### config.mk
export PLATFORM = sky130hd
export DESIGN_NAME = bba_ctrl
export DESIGN_NICKNAME = d
export VERILOG_FILES = /design/src/rtl/bba_pkg.sv /design/src/rtl/bba_ctrl.sv
export SDC_FILE = /design/constraint.sdc
export NUM_CORES = 1
export LEC_CHECK = 0
export BUFFER_PORTS_ARGS = -buffer_cell sky130_fd_sc_hd__clkbuf_2
export CAP_MARGIN = 20
export CORE_MARGIN = 4
export CORE_UTILIZATION = 25
export DETAILED_ROUTE_END_ITERATION = 16
export PLACE_DENSITY_LB_ADDON = 0.2
export SYNTH_ARGS = -nofsm -noshare
export SYNTH_HDL_FRONTEND = slang
export SYNTH_SLANG_ARGS = --single-unit
### constraint.sdc
create_clock -name i_clk -period 1.2 [get_ports i_clk]
set_clock_uncertainty 0.05 [all_clocks]
set_input_delay 0.12 -clock i_clk [delete_from_list [all_inputs] [get_ports i_clk]]
set_output_delay 0.12 -clock i_clk [all_outputs]
set_load 0.02 [all_outputs]
### src/rtl/bba_pkg.sv
// bba_pkg: shared constants, command/status types and helper for the bitmap block allocator
// no dependencies; imported by the interfaces and every rtl module
`timescale 1ns / 1ps

package bba_pkg;

    // default bitmap size and the range a block number can name
    localparam int NUM_BLOCKS_DEF = 4096;
    localparam int ADDR_BLOCKS    = 4096;
    localparam int WORD_BITS      = 64;

    // field widths
    localparam int ACTION_W = 1;
    localparam int BLOCK_W  = 12;
    localparam int STATUS_W = 2;
    localparam int COUNT_W  = 13;
    localparam int WORDS_W  = 7;

    // reset value of total_blocks
    localparam logic [COUNT_W-1:0] TOTAL_RESET = 13'd4096;

    // request actions
    localparam logic [ACTION_W-1:0] ACT_ALLOC = 1'b0;
    localparam logic [ACTION_W-1:0] ACT_FREE  = 1'b1;

    // result status codes
    localparam logic [STATUS_W-1:0] ST_OK           = 2'd0;
    localparam logic [STATUS_W-1:0] ST_FULL         = 2'd1;
    localparam logic [STATUS_W-1:0] ST_ALREADY_FREE = 2'd2;
    localparam logic [STATUS_W-1:0] ST_RANGE        = 2'd3;

    // controller to datapath commands
    typedef struct packed {
        logic                load;       // capture request and effective count
        logic                rd_start;   // read word 0, scan counter to 1
        logic                rd_scan;    // read word at scan counter, advance
        logic                rd_blk;     // read the word holding the request block
        logic                wr_set;     // mark the found free bit used
        logic                wr_clr;     // clear the request block bit
        logic                res_load;   // latch a result
        logic [STATUS_W-1:0] res_status;
        logic                res_grant;  // result carries the found block number
        logic                out_load;   // move result into output register
    } t_cmd;

    // datapath to controller status
    typedef struct packed {
        logic is_free;    // captured action is a free
        logic no_words;   // effective count is zero
        logic blk_range;  // request block at or above the effective count
        logic hit;        // word under test has a free bit below the count
        logic last_word;  // word under test is the last covered word
        logic bit_used;   // request block bit is set
        logic out_free;   // output register can take a result this cycle
    } t_sts;

    // lowest set bit position, 63 when none is set
    function automatic logic [5:0] lowest_set(input logic [WORD_BITS-1:0] v);
        logic [5:0] pos;
        pos = 6'd63;
        for (int i = WORD_BITS - 1; i >= 0; i--) begin
            if (v[i]) begin
                pos = 6'(i);
            end
        end
        return pos;
    endfunction

endpackage

### src/rtl/bba_ctrl.sv
// bba_ctrl: sequencing state machine for allocate scans and free checks
// depends on bba_pkg; commands bba_datapath through t_cmd
`timescale 1ns / 1ps

module bba_ctrl (
    input  logic          i_clk,
    input  logic          i_rst_n,
    input  logic          i_req_valid,
    input  bba_pkg::t_sts i_sts,
    output logic          o_req_ready,
    output bba_pkg::t_cmd o_cmd
);
    import bba_pkg::*;

    localparam logic [2:0] S_IDLE     = 3'd0;
    localparam logic [2:0] S_DISPATCH = 3'd1;
    localparam logic [2:0] S_SCAN     = 3'd2;
    localparam logic [2:0] S_FREE_CHK = 3'd3;
    localparam logic [2:0] S_FIN      = 3'd4;

    logic [2:0] r_state;
    logic [2:0] n_state;

    // next state and commands
    always_comb begin
        n_state     = r_state;
        o_cmd       = '0;
        o_req_ready = 1'b0;
        case (r_state)
            S_IDLE: begin
                o_req_ready = 1'b1;
                if (i_req_valid) begin
                    o_cmd.load = 1'b1;
                    n_state    = S_DISPATCH;
                end
            end
            S_DISPATCH: begin
                if (i_sts.is_free) begin
                    if (i_sts.blk_range) begin
                        o_cmd.res_load   = 1'b1;
                        o_cmd.res_status = ST_RANGE;
                        n_state          = S_FIN;
                    end else begin
                        o_cmd.rd_blk = 1'b1;
                        n_state      = S_FREE_CHK;
                    end
                end else if (i_sts.no_words) begin
                    o_cmd.res_load   = 1'b1;
                    o_cmd.res_status = ST_FULL;
                    n_state          = S_FIN;
                end else begin
                    o_cmd.rd_start = 1'b1;
                    n_state        = S_SCAN;
                end
            end
            S_SCAN: begin
                if (i_sts.hit) begin
                    o_cmd.wr_set     = 1'b1;
                    o_cmd.res_load   = 1'b1;
                    o_cmd.res_status = ST_OK;
                    o_cmd.res_grant  = 1'b1;
                    n_state          = S_FIN;
                end else if (i_sts.last_word) begin
                    o_cmd.res_load   = 1'b1;
                    o_cmd.res_status = ST_FULL;
                    n_state          = S_FIN;
                end else begin
                    o_cmd.rd_scan = 1'b1;
                end
            end
            S_FREE_CHK: begin
                o_cmd.res_load = 1'b1;
                if (i_sts.bit_used) begin
                    o_cmd.wr_clr     = 1'b1;
                    o_cmd.res_status = ST_OK;
                end else begin
                    o_cmd.res_status = ST_ALREADY_FREE;
                end
                n_state = S_FIN;
            end
            S_FIN: begin
                if (i_sts.out_free) begin
                    o_cmd.out_load = 1'b1;
                    n_state        = S_IDLE;
                end
            end
            default: begin
                n_state = S_IDLE;
            end
        endcase
    end

    // state register
    always_ff @(posedge i_clk) begin
        if (!i_rst_n) begin
            r_state <= S_IDLE;
        end else begin
            r_state <= n_state;
        end
    end

endmodule
==> tab_implementation.tex, run 1 <==
\begin{tabular}{lr}
\hline
Metric & Value \\
\hline
\multicolumn{2}{l}{\textbf{Layout}} \\
\quad Most flops, register & r\_state \\
\quad Area overhead of the layout relative to synthesis & 115\% \\
\quad Number of flip-flops under the largest register name & 3 \\
\quad Inserted Diodes & 0 \\
\quad Fraction of final layout cells with drive strength greater than 1 & 79.7\% \\
\quad Final net count & 80 \\
\quad Largest regs & r\_state (3) \\
\multicolumn{2}{l}{\textbf{Status}} \\
\quad Status & finished with violations \\
\quad Violated checks & setup timing \\
\multicolumn{2}{l}{\textbf{Global routing}} \\
\quad Wire length of the first global-routing pass & between 1500 and 2000 um \\
\quad Number of antenna violations at the first check in global routing & 0 \\
\quad Final global-route overflow total & 0 \\
\quad Largest net degree at the start of global routing & 11 \\
\quad Total global routing track utilization & around 11\% \\
\quad Number of global-route vias before repair & roughly 380 \\
\multicolumn{2}{l}{\textbf{Clocking}} \\
\quad Number of CTS-inserted buffers & 3 \\
\quad Max Root-Sink Buffers & 2 \\
\quad Cell at the root of the clock tree & clkbuf\_4 \\
\quad CTS Hold Buffers Added & 0 \\
\quad \# clock sinks & 3 \\
\quad Latest clock arrival within the worst-skew pair & 0.23 ns \\
\quad Deepest level of the CTS H-tree & 1 \\
\quad CTS tree & yes \\
\quad Clock transition at the registers of the reported paths & 0.03 ns \\
\multicolumn{2}{l}{\textbf{Synthesis}} \\
\quad Mapped Avg Cell Area & 9.29 sq um \\
\quad Main combinational cell family by area after synthesis & simple AND/OR/NAND/NOR gates \\
\quad Synth area leader & dfxtp\_1 \\
\quad Largest cells by area after synthesis & dfxtp\_1 (18\%), buf\_4 (9.2\%), nor4b\_4 (7.3\%) \\
\quad Prevailing post-synth register cell & dfxtp\_1 \\
\quad Share of the synthesized netlist area taken by xor and xnor gates & 0\% \\
\quad Synthesized net count & 45 \\
\quad Most frequent cell after synthesis & buf\_4 \\
\quad Flip-flop and latch count after synthesis & 3 \\
\quad Share of synthesized cell area in full adder, half adder and majority cells & 0\% \\
\quad Fraction of synthesized area in multiplexers & under 10\% \\
\quad Proportion of synthesized flip-flops having asynchronous set or reset & 0\% \\
\quad Synthesized instance count & 35 \\
\quad Netlist cell types & 27 \\
\quad Number of warnings reported in the yosys synthesis log & 0 \\
\quad Sequential area share after synthesis & a little under a fifth \\
\quad Synth Area in Compound Gates & 20.4\% \\
\quad Fraction of post-synthesis cell area in the top cell type by area & between 10\% and 20\% \\
\quad Area share of and/or/nand/nor cells after synthesis & between 40\% and 50\% \\
\quad Total standard cell area after synthesis & about 330 sq um \\
\quad Synth cell count leaders & buf\_4 (4), dfxtp\_1 (3), and4b\_1 (2), nand2b\_1 (2), nor3\_1 (2) \\
\quad Number of enable flip-flop cells after synthesis & 0 \\
\multicolumn{2}{l}{\textbf{Power}} \\
\quad Logic gate share of total power & a little over half \\
\quad Areal power density over the cells & $\sim$920 mW/mm\^{}2 \\
\quad NetSw & around 0.00022 W \\
\quad Sw Share & a little over a third \\
\quad IR Drop Worst-Case VDD & about 600 uV \\
\quad Leakage power of the design & $\sim$0.32 nW \\
\quad Internal Dissipation & 0.000418 W \\
\quad Sequential group share of total power & roughly a fifth \\
\quad Design Power & 0.000640 W \\
\quad Clock network fraction of design power & a little over a quarter \\
\multicolumn{2}{l}{\textbf{Timing}} \\
\quad Final Worst Setup Slack & -0.248 ns \\
\quad Ratio of final minimum period to clock period & 121\% \\
\quad Final slew viol count & 0 \\
\quad Max-Slew Margin vs Limit & between 70\% and 80\% \\
\quad Sum of negative setup slack & -2.20 ns \\
\quad Number of hold violations in the final report & 0 \\
\quad Highest attainable clock frequency & 0.691 GHz \\
\quad Transition time at the pin with the least slew margin & between 0.3 and 0.4 ns \\
\quad Final setup viols & 14 \\
\quad Period minus WS final & around 1.4 ns \\
\quad RSZ-0062 raised after global routing & true \\
\multicolumn{2}{l}{\textbf{Setup path}} \\
\quad Crit path max-delay family & simple AND/OR/NAND/NOR gates \\
\quad Crit start category & flop \\
\quad Reg2Reg Depth & 7 \\
\quad Critical path type & flop to output port \\
\quad Highest cell delay on the worst timing path & between 0.4 and 0.5 ns \\
\quad Data arrival, critical path & 1.28 ns \\
\quad Crit path cell chain & or3b\_4 > o21ai\_2 > clkbuf\_8 \\
\quad Element type at the critical path end & output port \\
\quad Critical path peak fanout & 4 \\
\quad Worst Path Required & around 1 ns \\
\quad Standard cell with the maximum stage delay on the critical path & or3b\_4 \\
\quad Combined buffer and inverter count along the critical path & 1 \\
\quad Cell depth of the worst setup path & 3 \\
\multicolumn{2}{l}{\textbf{Floorplan}} \\
\quad Die Ht & 44.1 um \\
\quad Number of core rows & 12 \\
\quad Area enclosed by the die boundary & 0.00194 sq mm \\
\quad Horizontal extent of the die & approximately 44 um \\
\quad Starting density of the core & between 20 and 30\% \\
\quad Boundary pin count & 22 \\
\quad Placeable core area & 0.00117 sq mm \\
\multicolumn{2}{l}{\textbf{Worst hold path}} \\
\quad Class of the worst hold path & input port to flop \\
\quad Worst hold path stage count & 2 \\
\multicolumn{2}{l}{\textbf{Detailed routing}} \\
\quad Vias per cell & about 4.8 \\
\quad Uppermost layer routed & met3 \\
\quad Pre-Repair DR Iteration Count & 1 \\
\quad Routed wire length on met3 & between 60 and 70 um \\
\quad Wire length on met1 & roughly 440 um \\
\quad Vias after detailed routing & about 400 \\
\quad Number of DRC violations after detailed routing & 0 \\
\quad Met2 wire len & around 570 um \\
\quad Average wire per standard cell & between 10 and 15 um \\
\quad Aggregate routed wire length & 1080 um \\
\quad Number of DRC markers after the initial detailed-route iteration & 0 \\
\quad Antenna-violating nets left & 0 \\
\multicolumn{2}{l}{\textbf{Placement}} \\
\quad Final GP Congestion & 0.683 \\
\quad Count of input and output buffers & 21 \\
\quad Half-perimeter wire length of the detailed placement result & 753 um \\
\multicolumn{2}{l}{\textbf{Flow run}} \\
\quad Number of violations of the max-capacitance limit & 0 \\
\hline
\end{tabular}
## power by group through the flow
stage | combinational (W) | clock (W) | sequential [W]
final | 0.000343 | 0.000176 | 0.000121
after global routing | 0.000363 | 0.000199 | 0.000124
after detailed placement | 0.000255 | 0 | 0.000120
after CTS | 0.000294 | 0.000189 | 0.000122
after global placement | 0.000253 | 0 | 0.000120
after floorplan | 0.000173 | 0 | 0.000118
## what timing repair did
item                                    4_1_cts  5_1_grt
endpoints found under the setup margin       14       15
resized for setup                            25       16
buffers inserted                              1        3
pin swaps                                     3        4
## per-stage QoR
stage / utilization (%) / std cells / hold WS (ns) / worst slack, ns / cell area [sq um]
after floorplan: - / 35 / 0.188 / -0.0710 / 357
after global placement: 43.5 / 75 / 0.304 / -0.0573 / 509
after detailed placement: 43.5 / 75 / 0.307 / -0.0581 / 509
after CTS: 53.8 / 80 / 0.0601 / -0.249 / 631
after global routing: 59.7 / 83 / 0.0921 / -0.294 / 699
final: 59.7 / 83 / 0.0907 / -0.248 / 699
## final cells by class
| type | instances | area, sq um |
|---|---|---|
| multi-input combinational | 27 | 293 |
| sequential | 3 | 66.3 |
| inverter | 1 | 6.26 |
| clock buffer | 4 | 26.3 |
| fill | 100 | 472 |
| tap | 14 | 17.5 |
| timing repair buffer | 34 | 290 |
## worst paths after layout
path	from	endpoint	slack (ns)
hold / removal	i_rst_n	r_state[1]	0.09
hold reg to reg	r_state[1]	r_state[0]	0.49
setup reg to reg	r_state[0]	r_state[1]	-0.20
setup / recovery	r_state[1]	o_cmd[2]	-0.25
## placed cells by master, fill, tap and decap left out
cell       Yosys  layout
buf_6          0       5
clkbuf_8       0       5
buf_4          4      13
o31ai_2        0       1
nor3_4         0       1
or3b_4         0       1
dfxtp_2        0       2
inv_4          0       1
clkbuf_4       0       4
dfxtp_4        0       1
o41ai_4        0       1
o21ai_2        0       1
clkbuf_1       0       1
o221ai_1       1       1
a31oi_1        1       1
nor4b_4        1       1
mux2i_1        1       1
a21oi_1        1       1
buf_8          0       1
and4bb_2       1       1
or4b_1         1       1
nand2b_1       2       2
a2111oi_2      0       1
nor3b_2        1       2
o21a_1         1       1
nand4b_1       1       1
nor2_1         1       1
and3_4         0       1
clkbuf_2       0       9
nor2b_1        1       1
nor2_4         0       1
and2_4         0       1
nor3_2         0       1
and4b_1        2       2
## per-layer routing
metal,GRT usage (%),vias up
met5,0,-
met4,9.04,0
met3,2.85,0
met2,18.0,11
met1,11.3,183
li1,-,205
## kinds of logic (layout without fill, tap and decap cells)
logic type / count (synthesis) / in the layout
muxes: 1 / 1
DFF: 3 / 3
buffers and inverters: 5 / 39
and+or+nand+nor: 18 / 18
AOI/OAI and AO/OA: 8 / 8
(Power assumes the default switching activity.)
==> run 2: changes to the inputs <==
- ABC_AREA: unset -> 1
- CORE_AREA: unset -> 4 4 41 43
- CORE_MARGIN: 4 -> unset
- CORE_UTILIZATION: 25 -> unset
- DIE_AREA: unset -> 0 0 45 47
==> run 2 against run 1 <==
Compared with the run above: the run still ends with setup timing left; fmax grew 11%; sequential share of layout area rose by 1.7 points; non-clock buffer count fell by 6; area after synthesis decreased by 14%; sequential power grew 27%; count of clock-buffer cells in the layout is the same; critical path type unchanged; highest routed layer unchanged.
==> tab_implementation.tex, run 2 <==
\begin{tabular}{lr}
\hline
Metric & Value \\
\hline
\multicolumn{2}{l}{\textbf{Status}} \\
\quad Violated checks & setup timing \\
\quad Status & finished with violations \\
\multicolumn{2}{l}{\textbf{Clocking}} \\
\quad CTS Hold Buffers Added & 0 (unchanged) \\
\quad Cell at the root of the clock tree & clkbuf\_4 \\
\quad \# clock sinks & 3 (unchanged) \\
\quad Max Root-Sink Buffers & 2 (unchanged) \\
\quad Latest clock arrival within the worst-skew pair & 0.23 ns (about the same) \\
\quad Deepest level of the CTS H-tree & 1 (unchanged) \\
\quad CTS tree & yes \\
\quad Number of CTS-inserted buffers & 3 (unchanged) \\
\quad Clock transition at the registers of the reported paths & 0.04 ns (about the same) \\
\multicolumn{2}{l}{\textbf{Floorplan}} \\
\quad Area enclosed by the die boundary & 0.00212 sq mm (+8.9\%) \\
\quad Placeable core area & 0.00130 sq mm (+11\%) \\
\quad Die Ht & 47 um (+6.6\%) \\
\quad Boundary pin count & 22 (unchanged) \\
\quad Number of core rows & 13 (+1) \\
\quad Horizontal extent of the die & 45 um (+2.1\%) \\
\quad Starting density of the core & 21.5\% (-6.2 points) \\
\multicolumn{2}{l}{\textbf{Synthesis}} \\
\quad Synth cell count leaders & inv\_1 (13), nor2\_1 (11), nand2\_1 (9) \\
\quad Share of the synthesized netlist area taken by xor and xnor gates & 0\% (unchanged) \\
\quad Synthesized instance count & 52 (+49\%) \\
\quad Synth area leader & dfxtp\_1 \\
\quad Sequential area share after synthesis & 21.4\% (+3.0 points) \\
\quad Proportion of synthesized flip-flops having asynchronous set or reset & 0\% (unchanged) \\
\quad Most frequent cell after synthesis & inv\_1 \\
\quad Number of warnings reported in the yosys synthesis log & 0 (unchanged) \\
\quad Share of synthesized cell area in full adder, half adder and majority cells & 0\% (unchanged) \\
\quad Total standard cell area after synthesis & 280 sq um (-14\%) \\
\quad Area share of and/or/nand/nor cells after synthesis & 45.5\% (-2.2 points) \\
\quad Fraction of synthesized area in multiplexers & 0\% (-3.1 points) \\
\quad Mapped Avg Cell Area & 5.39 sq um (-42\%) \\
\quad Synth Area in Compound Gates & 12.9\% (-7.4 points) \\
\quad Largest cells by area after synthesis & dfxtp\_1 (21\%), inv\_1 (17\%), nor2\_1 (15\%) \\
\quad Fraction of post-synthesis cell area in the top cell type by area & 21.4\% (+3.0 points) \\
\quad Flip-flop and latch count after synthesis & 3 (unchanged) \\
\quad Number of enable flip-flop cells after synthesis & 0 (unchanged) \\
\quad Prevailing post-synth register cell & dfxtp\_1 \\
\quad Netlist cell types & 15 (-44\%) \\
\quad Synthesized net count & 62 (+38\%) \\
\quad Main combinational cell family by area after synthesis & simple AND/OR/NAND/NOR gates \\
\multicolumn{2}{l}{\textbf{Worst hold path}} \\
\quad Class of the worst hold path & input port to flop \\
\multicolumn{2}{l}{\textbf{Layout}} \\
\quad Inserted Diodes & 0 (unchanged) \\
\quad Number of flip-flops under the largest register name & 3 (unchanged) \\
\quad Final net count & 94 (+18\%) \\
\quad Area overhead of the layout relative to synthesis & 120\% \\
\quad Most flops, register & r\_state \\
\quad Most common cell after layout, fill and taps aside & buf\_4 \\
\quad Leading cell types in the layout, fill and taps excluded & buf\_4 (11), clkbuf\_2 (10), inv\_1 (9) \\
\quad Fraction of final layout cells with drive strength greater than 1 & 60.2\% (-19 points) \\
\quad Non-Filler Cell Area, Final & 617 sq um (-12\%) \\
\quad Largest regs & r\_state (3) \\
\multicolumn{2}{l}{\textbf{Placement}} \\
\quad Half-perimeter wire length of the detailed placement result & 729 um (-3.2\%) \\
\quad Count of input and output buffers & 21 (unchanged) \\
\quad Final GP Congestion & 0.839 (+23\%) \\
\quad Placement Setup Slack & 0.00595 ns (+0.0641 ns) \\
\quad Placed instance area & 412 sq um (-19\%) \\
\multicolumn{2}{l}{\textbf{Global routing}} \\
\quad Grt met3 use & 2.30\% (-0.55 points) \\
\quad Total global routing track utilization & 9.47\% (-1.4 points) \\
\quad Number of global-route vias before repair & 374 (-0.27\%) \\
\quad Final global-route overflow total & 0 (unchanged) \\
\quad Global routing met1 resource utilization & 9.98\% (-1.3 points) \\
\quad Met2 Track Usage GR & 15.5\% (-2.5 points) \\
\quad Largest net degree at the start of global routing & 7 (-4) \\
\quad Number of antenna violations at the first check in global routing & 0 (unchanged) \\
\quad Busiest metal layer after global routing & met2 \\
\quad Wire length of the first global-routing pass & 1400 um (-7.8\%) \\
\multicolumn{2}{l}{\textbf{Timing}} \\
\quad Final slew viol count & 0 (unchanged) \\
\quad RSZ-0062 raised after global routing & true \\
\quad Final Worst Setup Slack & -0.110 ns (+0.138 ns) \\
\quad Period minus WS final & 1.31 ns (-0.138 ns) \\
\quad Hold\_ws & 0.0674 ns (-0.0233 ns) \\
\quad Ratio of final minimum period to clock period & 109\% (-11 points) \\
\quad Final setup viols & 12 (-2) \\
\quad Max-Slew Margin vs Limit & 70.7\% (-7.8 points) \\
\quad Highest attainable clock frequency & 0.763 GHz (+11\%) \\
\quad Number of hold violations in the final report & 0 (unchanged) \\
\quad Sum of negative setup slack & -0.580 ns (+1.62 ns) \\
\quad Transition time at the pin with the least slew margin & 0.435 ns (+0.121 ns) \\
\multicolumn{2}{l}{\textbf{Setup path}} \\
\quad Data arrival, critical path & 1.14 ns (-0.14 ns) \\
\quad Element type at the critical path end & output port \\
\quad Critical path peak fanout & 6 (+2) \\
\quad Worst Path Required & 1.03 ns (about the same) \\
\quad Critical path type & flop to output port \\
\quad Crit start category & flop \\
\multicolumn{2}{l}{\textbf{Flow run}} \\
\quad Number of violations of the max-capacitance limit & 0 (unchanged) \\
\multicolumn{2}{l}{\textbf{Detailed routing}} \\
\quad Aggregate routed wire length & 963 um (-11\%) \\
\quad Antenna-violating nets left & 0 (unchanged) \\
\quad Average wire per standard cell & 9.83 um (-24\%) \\
\quad Vias after detailed routing & 426 (+6.8\%) \\
\quad Pre-Repair DR Iteration Count & 3 (+2) \\
\quad Number of DRC violations after detailed routing & 0 (unchanged) \\
\quad Number of DRC markers after the initial detailed-route iteration & 5 (+5) \\
\quad Vias per cell & 4.35 (-9.6\%) \\
\multicolumn{2}{l}{\textbf{Power}} \\
\quad Design Power & 0.000758 W (+18\%) \\
\quad Leakage power of the design & 0.342 nW (+7.4\%) \\
\quad IR Drop Worst-Case VDD & 917 uV (+56\%) \\
\quad Areal power density over the cells & 1230 mW/mm\^{}2 (+34\%) \\
\hline
\end{tabular}
run 2: cell types whose count changed after synthesis, moves of 2 or more:
cell / delta
and4b_1: -2
buf_4: -3
inv_1: +13
nand2_1: +9
nand2b_1: -2
nand3_1: +5
nor2_1: +10
run 2: kinds of logic (layout without fill, tap and decap cells):
group	Yosys count	after routing
flip-flops	3	3
AND/OR/NAND/NOR	29	29
buffers and inverters	14	45
AO/OA/AOI/OAI	6	6
run 2: through the flow:
step           instances  utilization [%]
2_1_floorplan         52                -
3_3_place_gp          89             31.6
3_5_place_dp          89             31.6
4_1_cts               96             43.2
5_1_grt               98             47.4
6_report              98             47.4
run 2: cell type report:
type	count	area (sq um)
timing repair buffer	28	223
fill	150	684
sequential	3	68.8
clock buffer	4	26.3
inverter	13	51.3
tap	15	18.8
multi-input combinational	35	229
run 2: path summary, 6_finish.rpt:
check	cells after the start	to	slack (ns)	start
max reg2reg	9	r_state[2]	0	r_state[2]
max	6	o_cmd[2]	-0.11	r_state[2]
min	3	r_state[2]	0.07	i_rst_n
min reg2reg	4	r_state[0]	0.64	r_state[1]
run 2: what timing repair did:
| item | in CTS | in global routing |
|---|---|---|
| resized for setup | 34 | 17 |
| pin swaps | 3 | 0 |
| endpoints found under the setup margin | 12 | 12 |
| setup buffers | 3 | 2 |
| gates cloned | 0 | 0 |
run 2: per-layer routing:
| metal | wire [um] | vias up |
|---|---|---|
| met2 | 550 | 8 |
| met3 | 51 | 0 |
| met1 | 361 | 193 |
| li1 | - | 225 |
| met5 | 0 | - |
| met4 | 0 | 0 |
run 2: critical path, stage by stage, from the launching register on:
cell,delay (ns)
dfxtp_4,0.36
inv_4,0.07
nand3_4,0.10
inv_2,0.08
nand2_4,0.06
o31ai_4,0.08
buf_6,0.15
run 2: where the power goes:
part	total [W]	internal, W	leakage [nW]	switching (W)
registers	0.000154	0.000122	0.0264	0.0000327
clock network	0.000175	0.000125	0.0150	0.0000507
logic	0.000429	0.000212	0.301	0.000217
total	0.000758	0.000458	0.342	0.000300
